===== src/rtl/core/ple_pkg.sv =====
`timescale 1ns / 1ps
// ----------------------------------------------------------------------------
// ple_pkg
// Types and constants shared by the positional list engine.
// ----------------------------------------------------------------------------
package ple_pkg;

    localparam int OP_W  = 3;
    localparam int VAL_W = 32;
    localparam int POS_W = 5;
    localparam int LEN_W = 5;
    localparam int ST_W  = 2;

    typedef enum logic [OP_W-1:0] {
        OP_INS_FIRST = 3'd0,
        OP_INS_LAST  = 3'd1,
        OP_DEL_FIRST = 3'd2,
        OP_DEL_LAST  = 3'd3,
        OP_INS_AT    = 3'd4,
        OP_DEL_AT    = 3'd5,
        OP_DUMP      = 3'd6
    } op_t;

    typedef enum logic [ST_W-1:0] {
        ST_OK     = 2'd0,
        ST_BADPOS = 2'd1,
        ST_FULL   = 2'd2,
        ST_EMPTY  = 2'd3
    } status_t;

    typedef enum logic [2:0] {
        S_IDLE,
        S_DECODE,
        S_SHIFT_UP,
        S_SHIFT_DOWN,
        S_DUMP,
        S_RESULT
    } state_t;

    typedef struct packed {
        logic    valid;
        logic    from_mem;
        status_t status;
        logic    last;
    } ple_res_t;

endpackage


===== src/rtl/core/ple_ram.sv =====
`timescale 1ns / 1ps
// ----------------------------------------------------------------------------
// ple_ram
// Generic single write port, single read port RAM with registered read.
// ----------------------------------------------------------------------------
module ple_ram #(
    parameter int WIDTH = 32,
    parameter int DEPTH = 16
) (
    input  logic                       clk,
    input  logic                       we,
    input  logic [$clog2(DEPTH)-1:0]   waddr,
    input  logic [WIDTH-1:0]           wdata,
    input  logic                       re,
    input  logic [$clog2(DEPTH)-1:0]   raddr,
    output logic [WIDTH-1:0]           rdata
);

    logic [WIDTH-1:0] mem [DEPTH];

    always_ff @(posedge clk)
    begin
        if (we)
        begin
            mem[waddr] <= wdata;
        end
        if (re)
        begin
            rdata <= mem[raddr];
        end
    end

endmodule


===== src/rtl/core/ple_ctrl.sv =====
`timescale 1ns / 1ps
// ----------------------------------------------------------------------------
// ple_ctrl
// Sequencer for the list: decodes each item, walks the entry pointer to
// shift entries one per cycle through the RAM, and steps the dump.
// ----------------------------------------------------------------------------
module ple_ctrl #(
    parameter int CAPACITY = 16
) (
    input  logic                               clk,
    input  logic                               rst_n,
    input  logic                               start,
    output logic                               busy,
    input  logic [ple_pkg::OP_W-1:0]           opcode,
    input  logic signed [ple_pkg::VAL_W-1:0]   value,
    input  logic [ple_pkg::POS_W-1:0]          position,
    output logic                               ram_we,
    output logic [$clog2(CAPACITY)-1:0]        ram_waddr,
    output logic [ple_pkg::VAL_W-1:0]          ram_wdata,
    output logic                               ram_re,
    output logic [$clog2(CAPACITY)-1:0]        ram_raddr,
    input  logic [ple_pkg::VAL_W-1:0]          ram_rdata,
    output ple_pkg::ple_res_t                  res,
    output logic [$clog2(CAPACITY+1)-1:0]      count
);

    import ple_pkg::*;

    localparam int CW = $clog2(CAPACITY + 1);
    localparam int AW = $clog2(CAPACITY);
    localparam int XW = ((CW > POS_W) ? CW : POS_W) + 1;

    state_t              state_reg,  state_next;
    logic [CW-1:0]       count_reg,  count_next;
    logic [CW-1:0]       ptr_reg,    ptr_next;
    logic [CW-1:0]       idx_reg,    idx_next;
    logic                pend_reg,   pend_next;
    logic [AW-1:0]       wa_reg,     wa_next;
    status_t             status_reg, status_next;
    op_t                 op_reg;
    logic [VAL_W-1:0]    val_reg;
    logic [POS_W-1:0]    pos_reg;

    logic [XW-1:0]       pos_x;
    logic [XW-1:0]       cnt_x;
    logic                full;
    logic                empty;
    logic                accept;

    assign busy   = (state_reg != S_IDLE);
    assign accept = start && !busy;
    assign count  = count_reg;
    assign pos_x  = XW'(pos_reg);
    assign cnt_x  = XW'(count_reg);
    assign full   = (count_reg == CW'(CAPACITY));
    assign empty  = (count_reg == '0);

    always_ff @(posedge clk or negedge rst_n)
    begin
        if (!rst_n)
        begin
            state_reg <= S_IDLE;
            count_reg <= '0;
            pend_reg  <= 1'b0;
        end
        else
        begin
            state_reg <= state_next;
            count_reg <= count_next;
            pend_reg  <= pend_next;
        end
    end

    always_ff @(posedge clk)
    begin
        ptr_reg    <= ptr_next;
        idx_reg    <= idx_next;
        wa_reg     <= wa_next;
        status_reg <= status_next;
        if (accept)
        begin
            op_reg  <= op_t'(opcode);
            val_reg <= value;
            pos_reg <= position;
        end
    end

    always_comb
    begin
        state_next  = state_reg;
        count_next  = count_reg;
        ptr_next    = ptr_reg;
        idx_next    = idx_reg;
        pend_next   = pend_reg;
        wa_next     = wa_reg;
        status_next = status_reg;
        ram_we      = 1'b0;
        ram_waddr   = wa_reg;
        ram_wdata   = ram_rdata;
        ram_re      = 1'b0;
        ram_raddr   = ptr_reg[AW-1:0];
        res         = '0;

        unique case (state_reg)
            S_IDLE:
            begin
                pend_next = 1'b0;
                if (start)
                begin
                    state_next = S_DECODE;
                end
            end

            S_DECODE:
            begin
                status_next = ST_OK;
                unique case (op_reg) inside
                    OP_INS_FIRST, OP_INS_LAST, OP_INS_AT:
                    begin
                        ptr_next = count_reg;
                        if (op_reg == OP_INS_FIRST)
                        begin
                            idx_next = '0;
                        end
                        else if (op_reg == OP_INS_LAST)
                        begin
                            idx_next = count_reg;
                        end
                        else
                        begin
                            idx_next = CW'(pos_x - XW'(1));
                        end
                        if (full)
                        begin
                            status_next = ST_FULL;
                            state_next  = S_RESULT;
                        end
                        else if (op_reg == OP_INS_AT &&
                                 (pos_reg == '0 || pos_x > cnt_x + XW'(1)))
                        begin
                            status_next = ST_BADPOS;
                            state_next  = S_RESULT;
                        end
                        else
                        begin
                            state_next = S_SHIFT_UP;
                        end
                    end
                    OP_DEL_FIRST, OP_DEL_LAST, OP_DEL_AT:
                    begin
                        if (op_reg == OP_DEL_FIRST)
                        begin
                            ptr_next = '0;
                        end
                        else if (op_reg == OP_DEL_LAST)
                        begin
                            ptr_next = count_reg - CW'(1);
                        end
                        else
                        begin
                            ptr_next = CW'(pos_x - XW'(1));
                        end
                        if (empty)
                        begin
                            status_next = ST_EMPTY;
                            state_next  = S_RESULT;
                        end
                        else if (op_reg == OP_DEL_AT &&
                                 (pos_reg == '0 || pos_x > cnt_x))
                        begin
                            status_next = ST_BADPOS;
                            state_next  = S_RESULT;
                        end
                        else
                        begin
                            state_next = S_SHIFT_DOWN;
                        end
                    end
                    OP_DUMP:
                    begin
                        ptr_next   = '0;
                        state_next = empty ? S_RESULT : S_DUMP;
                    end
                    default:
                    begin
                        state_next = S_RESULT;
                    end
                endcase
            end

            S_SHIFT_UP:
            begin
                if (pend_reg)
                begin
                    ram_we    = 1'b1;
                    pend_next = 1'b0;
                end
                if (ptr_reg > idx_reg)
                begin
                    ram_re    = 1'b1;
                    ram_raddr = AW'(ptr_reg - CW'(1));
                    pend_next = 1'b1;
                    wa_next   = ptr_reg[AW-1:0];
                    ptr_next  = ptr_reg - CW'(1);
                end
                else if (!pend_reg)
                begin
                    ram_we     = 1'b1;
                    ram_waddr  = idx_reg[AW-1:0];
                    ram_wdata  = val_reg;
                    count_next = count_reg + CW'(1);
                    state_next = S_RESULT;
                end
            end

            S_SHIFT_DOWN:
            begin
                if (pend_reg)
                begin
                    ram_we    = 1'b1;
                    pend_next = 1'b0;
                end
                if ((ptr_reg + CW'(1)) < count_reg)
                begin
                    ram_re    = 1'b1;
                    ram_raddr = AW'(ptr_reg + CW'(1));
                    pend_next = 1'b1;
                    wa_next   = ptr_reg[AW-1:0];
                    ptr_next  = ptr_reg + CW'(1);
                end
                else if (!pend_reg)
                begin
                    count_next = count_reg - CW'(1);
                    state_next = S_RESULT;
                end
            end

            S_DUMP:
            begin
                if (pend_reg)
                begin
                    res.valid    = 1'b1;
                    res.from_mem = 1'b1;
                    res.status   = ST_OK;
                    res.last     = ((CW'(wa_reg) + CW'(1)) == count_reg);
                    pend_next    = 1'b0;
                    if (res.last)
                    begin
                        state_next = S_IDLE;
                    end
                end
                if (ptr_reg < count_reg)
                begin
                    ram_re    = 1'b1;
                    ram_raddr = ptr_reg[AW-1:0];
                    pend_next = 1'b1;
                    wa_next   = ptr_reg[AW-1:0];
                    ptr_next  = ptr_reg + CW'(1);
                end
            end

            S_RESULT:
            begin
                res.valid  = 1'b1;
                res.status = status_reg;
                res.last   = 1'b1;
                state_next = S_IDLE;
            end

            default:
            begin
                state_next = S_IDLE;
            end
        endcase
    end

`ifndef SYNTHESIS
    a_count_bound: assert property (@(posedge clk) disable iff (!rst_n)
        count_reg <= CW'(CAPACITY))
        else $error("entry count above capacity");

    a_no_write_idle: assert property (@(posedge clk) disable iff (!rst_n)
        (state_reg == S_IDLE || state_reg == S_DUMP || state_reg == S_RESULT) |-> !ram_we)
        else $error("RAM write outside a shift");

    a_count_change: assert property (@(posedge clk) disable iff (!rst_n)
        (count_reg != $past(count_reg)) |->
        ($past(state_reg) == S_SHIFT_UP || $past(state_reg) == S_SHIFT_DOWN))
        else $error("count changed outside a shift");

    a_dump_last: assert property (@(posedge clk) disable iff (!rst_n)
        (state_reg == S_DUMP && res.valid && res.last) |-> (ptr_reg == count_reg))
        else $error("dump ended before all entries were read");

    a_busy_result: assert property (@(posedge clk) disable iff (!rst_n)
        res.valid |-> busy)
        else $error("result issued while idle");
`endif

endmodule


===== src/rtl/core/positional_list_engine.sv =====
`timescale 1ns / 1ps
// ----------------------------------------------------------------------------
// positional_list_engine
// Ordered list of signed 32-bit values with positional insert and delete.
// ----------------------------------------------------------------------------
// Usage:
//   An item (opcode, value, position) is taken when start is high and busy
//   is low. busy stays high until the item's last result has been issued.
//   Each result is shown for one cycle on element, status, length and last,
//   qualified by result_valid; the receiver takes it in that cycle and
//   cannot stall. Every item gives one result, except a dump of a non-empty
//   list, which gives one result per entry in order, last on the final one.
//   Entries live in a RAM with registered read; one pointer steps through
//   it moving one entry per cycle, and a dump issues its results on
//   consecutive cycles. Results are registered and appear in the cycle
//   after the sequencer emits them. Reset empties the list; RAM contents
//   are not cleared and need no pass.
// ----------------------------------------------------------------------------
module positional_list_engine #(
    parameter int CAPACITY = 16
) (
    input  logic                               clk,
    input  logic                               rst_n,
    input  logic                               start,
    output logic                               busy,
    input  logic [ple_pkg::OP_W-1:0]           opcode,
    input  logic signed [ple_pkg::VAL_W-1:0]   value,
    input  logic [ple_pkg::POS_W-1:0]          position,
    output logic                               result_valid,
    output logic signed [ple_pkg::VAL_W-1:0]   element,
    output logic [ple_pkg::ST_W-1:0]           status,
    output logic [ple_pkg::LEN_W-1:0]          length,
    output logic                               last
);

    import ple_pkg::*;

    localparam int CW = $clog2(CAPACITY + 1);
    localparam int AW = $clog2(CAPACITY);

    logic              ram_we;
    logic [AW-1:0]     ram_waddr;
    logic [VAL_W-1:0]  ram_wdata;
    logic              ram_re;
    logic [AW-1:0]     ram_raddr;
    logic [VAL_W-1:0]  ram_rdata;
    ple_res_t          res;
    logic [CW-1:0]     count;

    logic              valid_reg;
    logic [VAL_W-1:0]  element_reg;
    logic [ST_W-1:0]   status_reg;
    logic [LEN_W-1:0]  length_reg;
    logic              last_reg;

    ple_ctrl #(
        .CAPACITY (CAPACITY)
    ) u_ctrl (
        .clk       (clk),
        .rst_n     (rst_n),
        .start     (start),
        .busy      (busy),
        .opcode    (opcode),
        .value     (value),
        .position  (position),
        .ram_we    (ram_we),
        .ram_waddr (ram_waddr),
        .ram_wdata (ram_wdata),
        .ram_re    (ram_re),
        .ram_raddr (ram_raddr),
        .ram_rdata (ram_rdata),
        .res       (res),
        .count     (count)
    );

    ple_ram #(
        .WIDTH (VAL_W),
        .DEPTH (CAPACITY)
    ) u_ram (
        .clk   (clk),
        .we    (ram_we),
        .waddr (ram_waddr),
        .wdata (ram_wdata),
        .re    (ram_re),
        .raddr (ram_raddr),
        .rdata (ram_rdata)
    );

    always_ff @(posedge clk or negedge rst_n)
    begin
        if (!rst_n)
        begin
            valid_reg <= 1'b0;
        end
        else
        begin
            valid_reg <= res.valid;
        end
    end

    always_ff @(posedge clk)
    begin
        if (res.valid)
        begin
            element_reg <= res.from_mem ? ram_rdata : '0;
            status_reg  <= res.status;
            length_reg  <= LEN_W'(count);
            last_reg    <= res.last;
        end
    end

    assign result_valid = valid_reg;
    assign element      = element_reg;
    assign status       = status_reg;
    assign length       = length_reg;
    assign last         = last_reg;

endmodule


===== config.mk =====
export PLATFORM = sky130hd
export DESIGN_NAME = positional_list_engine
export DESIGN_NICKNAME = d
export VERILOG_FILES = /design/src/rtl/core/ple_pkg.sv /design/src/rtl/core/ple_ram.sv /design/src/rtl/core/ple_ctrl.sv /design/src/rtl/core/positional_list_engine.sv
export SDC_FILE = /design/constraint.sdc
export NUM_CORES = 1
export LEC_CHECK = 0
export ABC_AREA = 1
export BUFFER_PORTS_ARGS = -buffer_cell sky130_fd_sc_hd__buf_2
export CAP_MARGIN = 20
export CORE_MARGIN = 3
export CORE_UTILIZATION = 25
export CTS_BUF_LIST = sky130_fd_sc_hd__clkbuf_8
export DETAILED_ROUTE_END_ITERATION = 10
export GPL_TIMING_DRIVEN = 0
export PLACE_DENSITY = 0.41
export SLEW_MARGIN = 20
export SYNTH_ARGS = -nofsm -noshare
export SYNTH_HDL_FRONTEND = slang
export SYNTH_SLANG_ARGS = --single-unit

===== constraint.sdc =====
create_clock -name clk -period 5.3 [get_ports clk]
set_input_delay 0.795 -clock clk [delete_from_list [all_inputs] [get_ports clk]]
set_output_delay 0.795 -clock clk [all_outputs]
set_load 0.05 [all_outputs]

==> impl_metrics.tcl <==
set metrics [dict create \
    cts_tree "yes" \
    grt_util_all_layers_pct 15.68 \
    grt_max_degree 25 \
    dieArea_sq_um 120500 \
    finalCriticalPeriod_ns 4.132 \
    finalMaxSlewViolations 0 \
    finalNetCount 3095 \
    worst_hold_slack_ns 0.1916 \
    power_mw 22.13 \
    port_buffers 84 \
    placed_area_sq_um 32440 \
    htreeDepth 3 \
    crit_type "reg2reg" \
    hold_viol 0 \
    root_buffer "clkbuf_8" \
    regMostFlops "u_ram.mem" \
    synth_nets 2855 \
    critPathMostFrequentCell "nand2_1" \
    core_sq_um 115000 \
    stdcell_area_sq_um 34640 \
    post_drt_wl_per_cell_microns 20.60 \
    place_hpwl_mm 64.66 \
    layoutNonFillerInstCount 4628 \
    die_height_microns 347.1 \
    arrival_ns 4.72 \
    rsz0062_at_grt "false" \
    status "completed" \
    dp.cells 4414 \
    syn_area_sq_um 29100 \
    clk_transition_reported_paths_ns 0.06 \
    clk_latency_ns 0.78 \
    grt_pass1_vias 19626 \
    first_iter_violations 1645 \
    avgViaCountPerCell 4.278 \
    avgSynthCellArea_sq_um 10.45 \
    die_w_microns 347.1 \
    numCtsBuffers 118 \
    slowest_delay_ns 0.81 \
    antenna_found_initial 5 \
    cts_sinks 650 \
    grt_pass1_wl_mm 136.9 \
    rows 124 \
    finish.utilization_pct 30.13 \
    setup_viol 0 \
    fin_skew_ns 0.04935 \
    drv_cap 0 \
    relSlewSlack_pct 32.29 \
    ir_worst_vdd_v 0.0003368 \
    floorplan.initialDensity_pct 25.31 \
    fin_crit_sh_pct 77.96 \
    max-clock-path-buffers 3 \
    routed_wl_mm 95.36 \
    grt-ovfl-total 0 \
    fmax_ghz 0.2420 \
    ant_nets 0 \
    ys_types 34 \
    n_fill_cell 11922 \
    num_io_pins 85 \
    first_pass_iters 5 \
    path_cells "clkbuf_1, nand3_1, xor2_1, inv_1, ha_1, nand2_1, nor2_1, nand2_1, nand4_4, nand2_2, o21ai_1, clkbuf_1, nand3_1, nand2_1" \
    synth_top_area_share_pct 66.05 \
    min_path_type "in2reg" \
    ys_seq_area_share_pct 66.91 \
    power.density_nw_per_um2 638.8 \
    synth-async-reset-ratio_pct 1.538 \
    synth_most_common_cell "edfxtp_1" \
    vias 19799 \
    crit_slowest_cell "o21ai_1" \
    drc 0 \
    place_congestion 0.7876 \
    ys_warn_count 0 \
    ys_seq_elements 650 \
    power.leakage_nw 14.72 \
    largest_reg_flops 512 \
    yosys-top-cells-count "edfxtp_1, nand3_1, inv_1, nand2_1, nor2_1" \
    yosys-top-cells-area "edfxtp_1, nand3_1, inv_1" \
    cp.required_ns 5.89 \
    synth_edf_count 640 \
    start_kind "flip-flop" \
    critPathCaptureType "flip-flop" \
    yosys.area.top_type "edfxtp_1" \
    ys.flop_type "edfxtp_1" \
    synthCells 2783 \
    drive_gt1_share_pct 13.78 \
    area_growth_pct 19.06 \
    worst_pin_slew_ns 1.009 \
    crit_path_max_fanout 10 \
]
[routing by layer]
layer / track usage, % / share of wire [%]
met1: 20.98 / 45
met2: 26.06 / 47
met3: 2.313 / 5.1
met4: 5.154 / 2.5
met5: 0 / 0.0073
[critical path: cells and delay by family (launching register included)]
kind,cells,cell delay (ns)
and+or+nand+nor,8,1.16
buffers and inverters,3,1.06
AOI/OAI and AO/OA,1,0.81
DFF,1,0.49
adders and majority gates,1,0.28
xor gates and xnor gates,1,0.16
[power breakdown]
group          total [mW]  switching (mW)  leakage, nW  internal (mW)
sequential           7.45           0.242         5.94           7.21
clock                4.50            2.20         1.29           2.30
combinational        10.2            7.57         7.49           2.61
total                22.1            10.0         14.7           12.1
[area by class of cell]
class                           count  area, sq um  area share, %
Antenna cell                        2        5.005        0.01445
Buffer                            133        716.9          2.070
Clock buffer                      120         1652          4.768
Clock inverter                     91        519.2          1.499
Inverter                          618         2320          6.697
Multi-Input combinational cell   1382         6854          19.79
Sequential cell                   650        19470          56.20
Tap cell                         1512         1892          5.461
Timing Repair Buffer              120         1214          3.504
[timing repair]
action / 4_1_cts / 5_1_grt
buffers inserted: 0 / 0
hold buffers: 1 / 0
resized for setup: 0 / 0
hold endpoints to repair: 10 / 0
[final timing paths]
| check | startpoint | endpoint | slack (ns) | depth (start not counted) |
|---|---|---|---|---|
| min in group asynchronous | rst_n | u_ctrl.pend_reg | 0.46 | 2 |
| worst min-delay path | value[12] | u_ctrl.val_reg[12] | 0.19 | 1 |
| worst min register to register | u_ctrl.count[2] | length[2] | 0.44 | 0 |
| worst max register to register | u_ctrl.ptr_reg[2] | u_ram.rdata[30] | 1.17 | 14 |
| max in group asynchronous | rst_n | u_ctrl.state_reg[1] | 4.62 | 2 |
| worst max-delay path | u_ctrl.ptr_reg[2] | u_ram.rdata[30] | 1.17 | 14 |
[logic make-up after synthesis]
logic type      share of synthesized area, %
compound gates                         1.944
buf+inv                                10.43
simple gates                           18.89
xor+xnor                              0.5719
fa+ha+maj                              1.247
flops                                  66.91
[placed cells by master (no fill, tap or decap), types with 2 or more instances in the layout]
| master | Yosys | routed |
|---|---|---|
| a211oi_1 | 2 | 2 |
| a21oi_1 | 52 | 21 |
| a21oi_2 | 0 | 31 |
| a31oi_1 | 4 | 4 |
| buf_1 | 6 | 5 |
| buf_12 | 0 | 17 |
| buf_16 | 0 | 15 |
| buf_2 | 86 | 171 |
| buf_4 | 21 | 22 |
| buf_6 | 4 | 6 |
| bufinv_16 | 0 | 4 |
| clkbuf_1 | 16 | 16 |
| clkbuf_8 | 0 | 120 |
| clkinv_1 | 1 | 26 |
| clkinv_2 | 0 | 3 |
| clkinvlp_4 | 0 | 2 |
| dfrtp_1 | 10 | 10 |
| diode_2 | 0 | 2 |
| edfxtp_1 | 640 | 640 |
| ha_1 | 29 | 29 |
| inv_1 | 614 | 666 |
| inv_16 | 0 | 3 |
| inv_2 | 3 | 3 |
| nand2_1 | 457 | 456 |
| nand2_2 | 3 | 3 |
| nand2_4 | 2 | 3 |
| nand3_1 | 636 | 636 |
| nand3_2 | 2 | 2 |
| nand4_1 | 3 | 3 |
| nor2_1 | 118 | 101 |
| nor2_4 | 2 | 19 |
| nor3_1 | 5 | 5 |
| o211ai_1 | 6 | 6 |
| o21ai_0 | 27 | 26 |
| o22ai_1 | 9 | 9 |
| xnor2_1 | 7 | 7 |
| xor2_1 | 12 | 12 |
[metrics by stage]
stage                     setup TNS, ns  setup WS (ns)
after global routing                  0         0.9171
final                                 0          1.168
after CTS                             0          1.037
after floorplan                       0         0.8597
after global placement          -448.48         -3.786
after detailed placement              0          1.078
(Power assumes the default switching activity.)
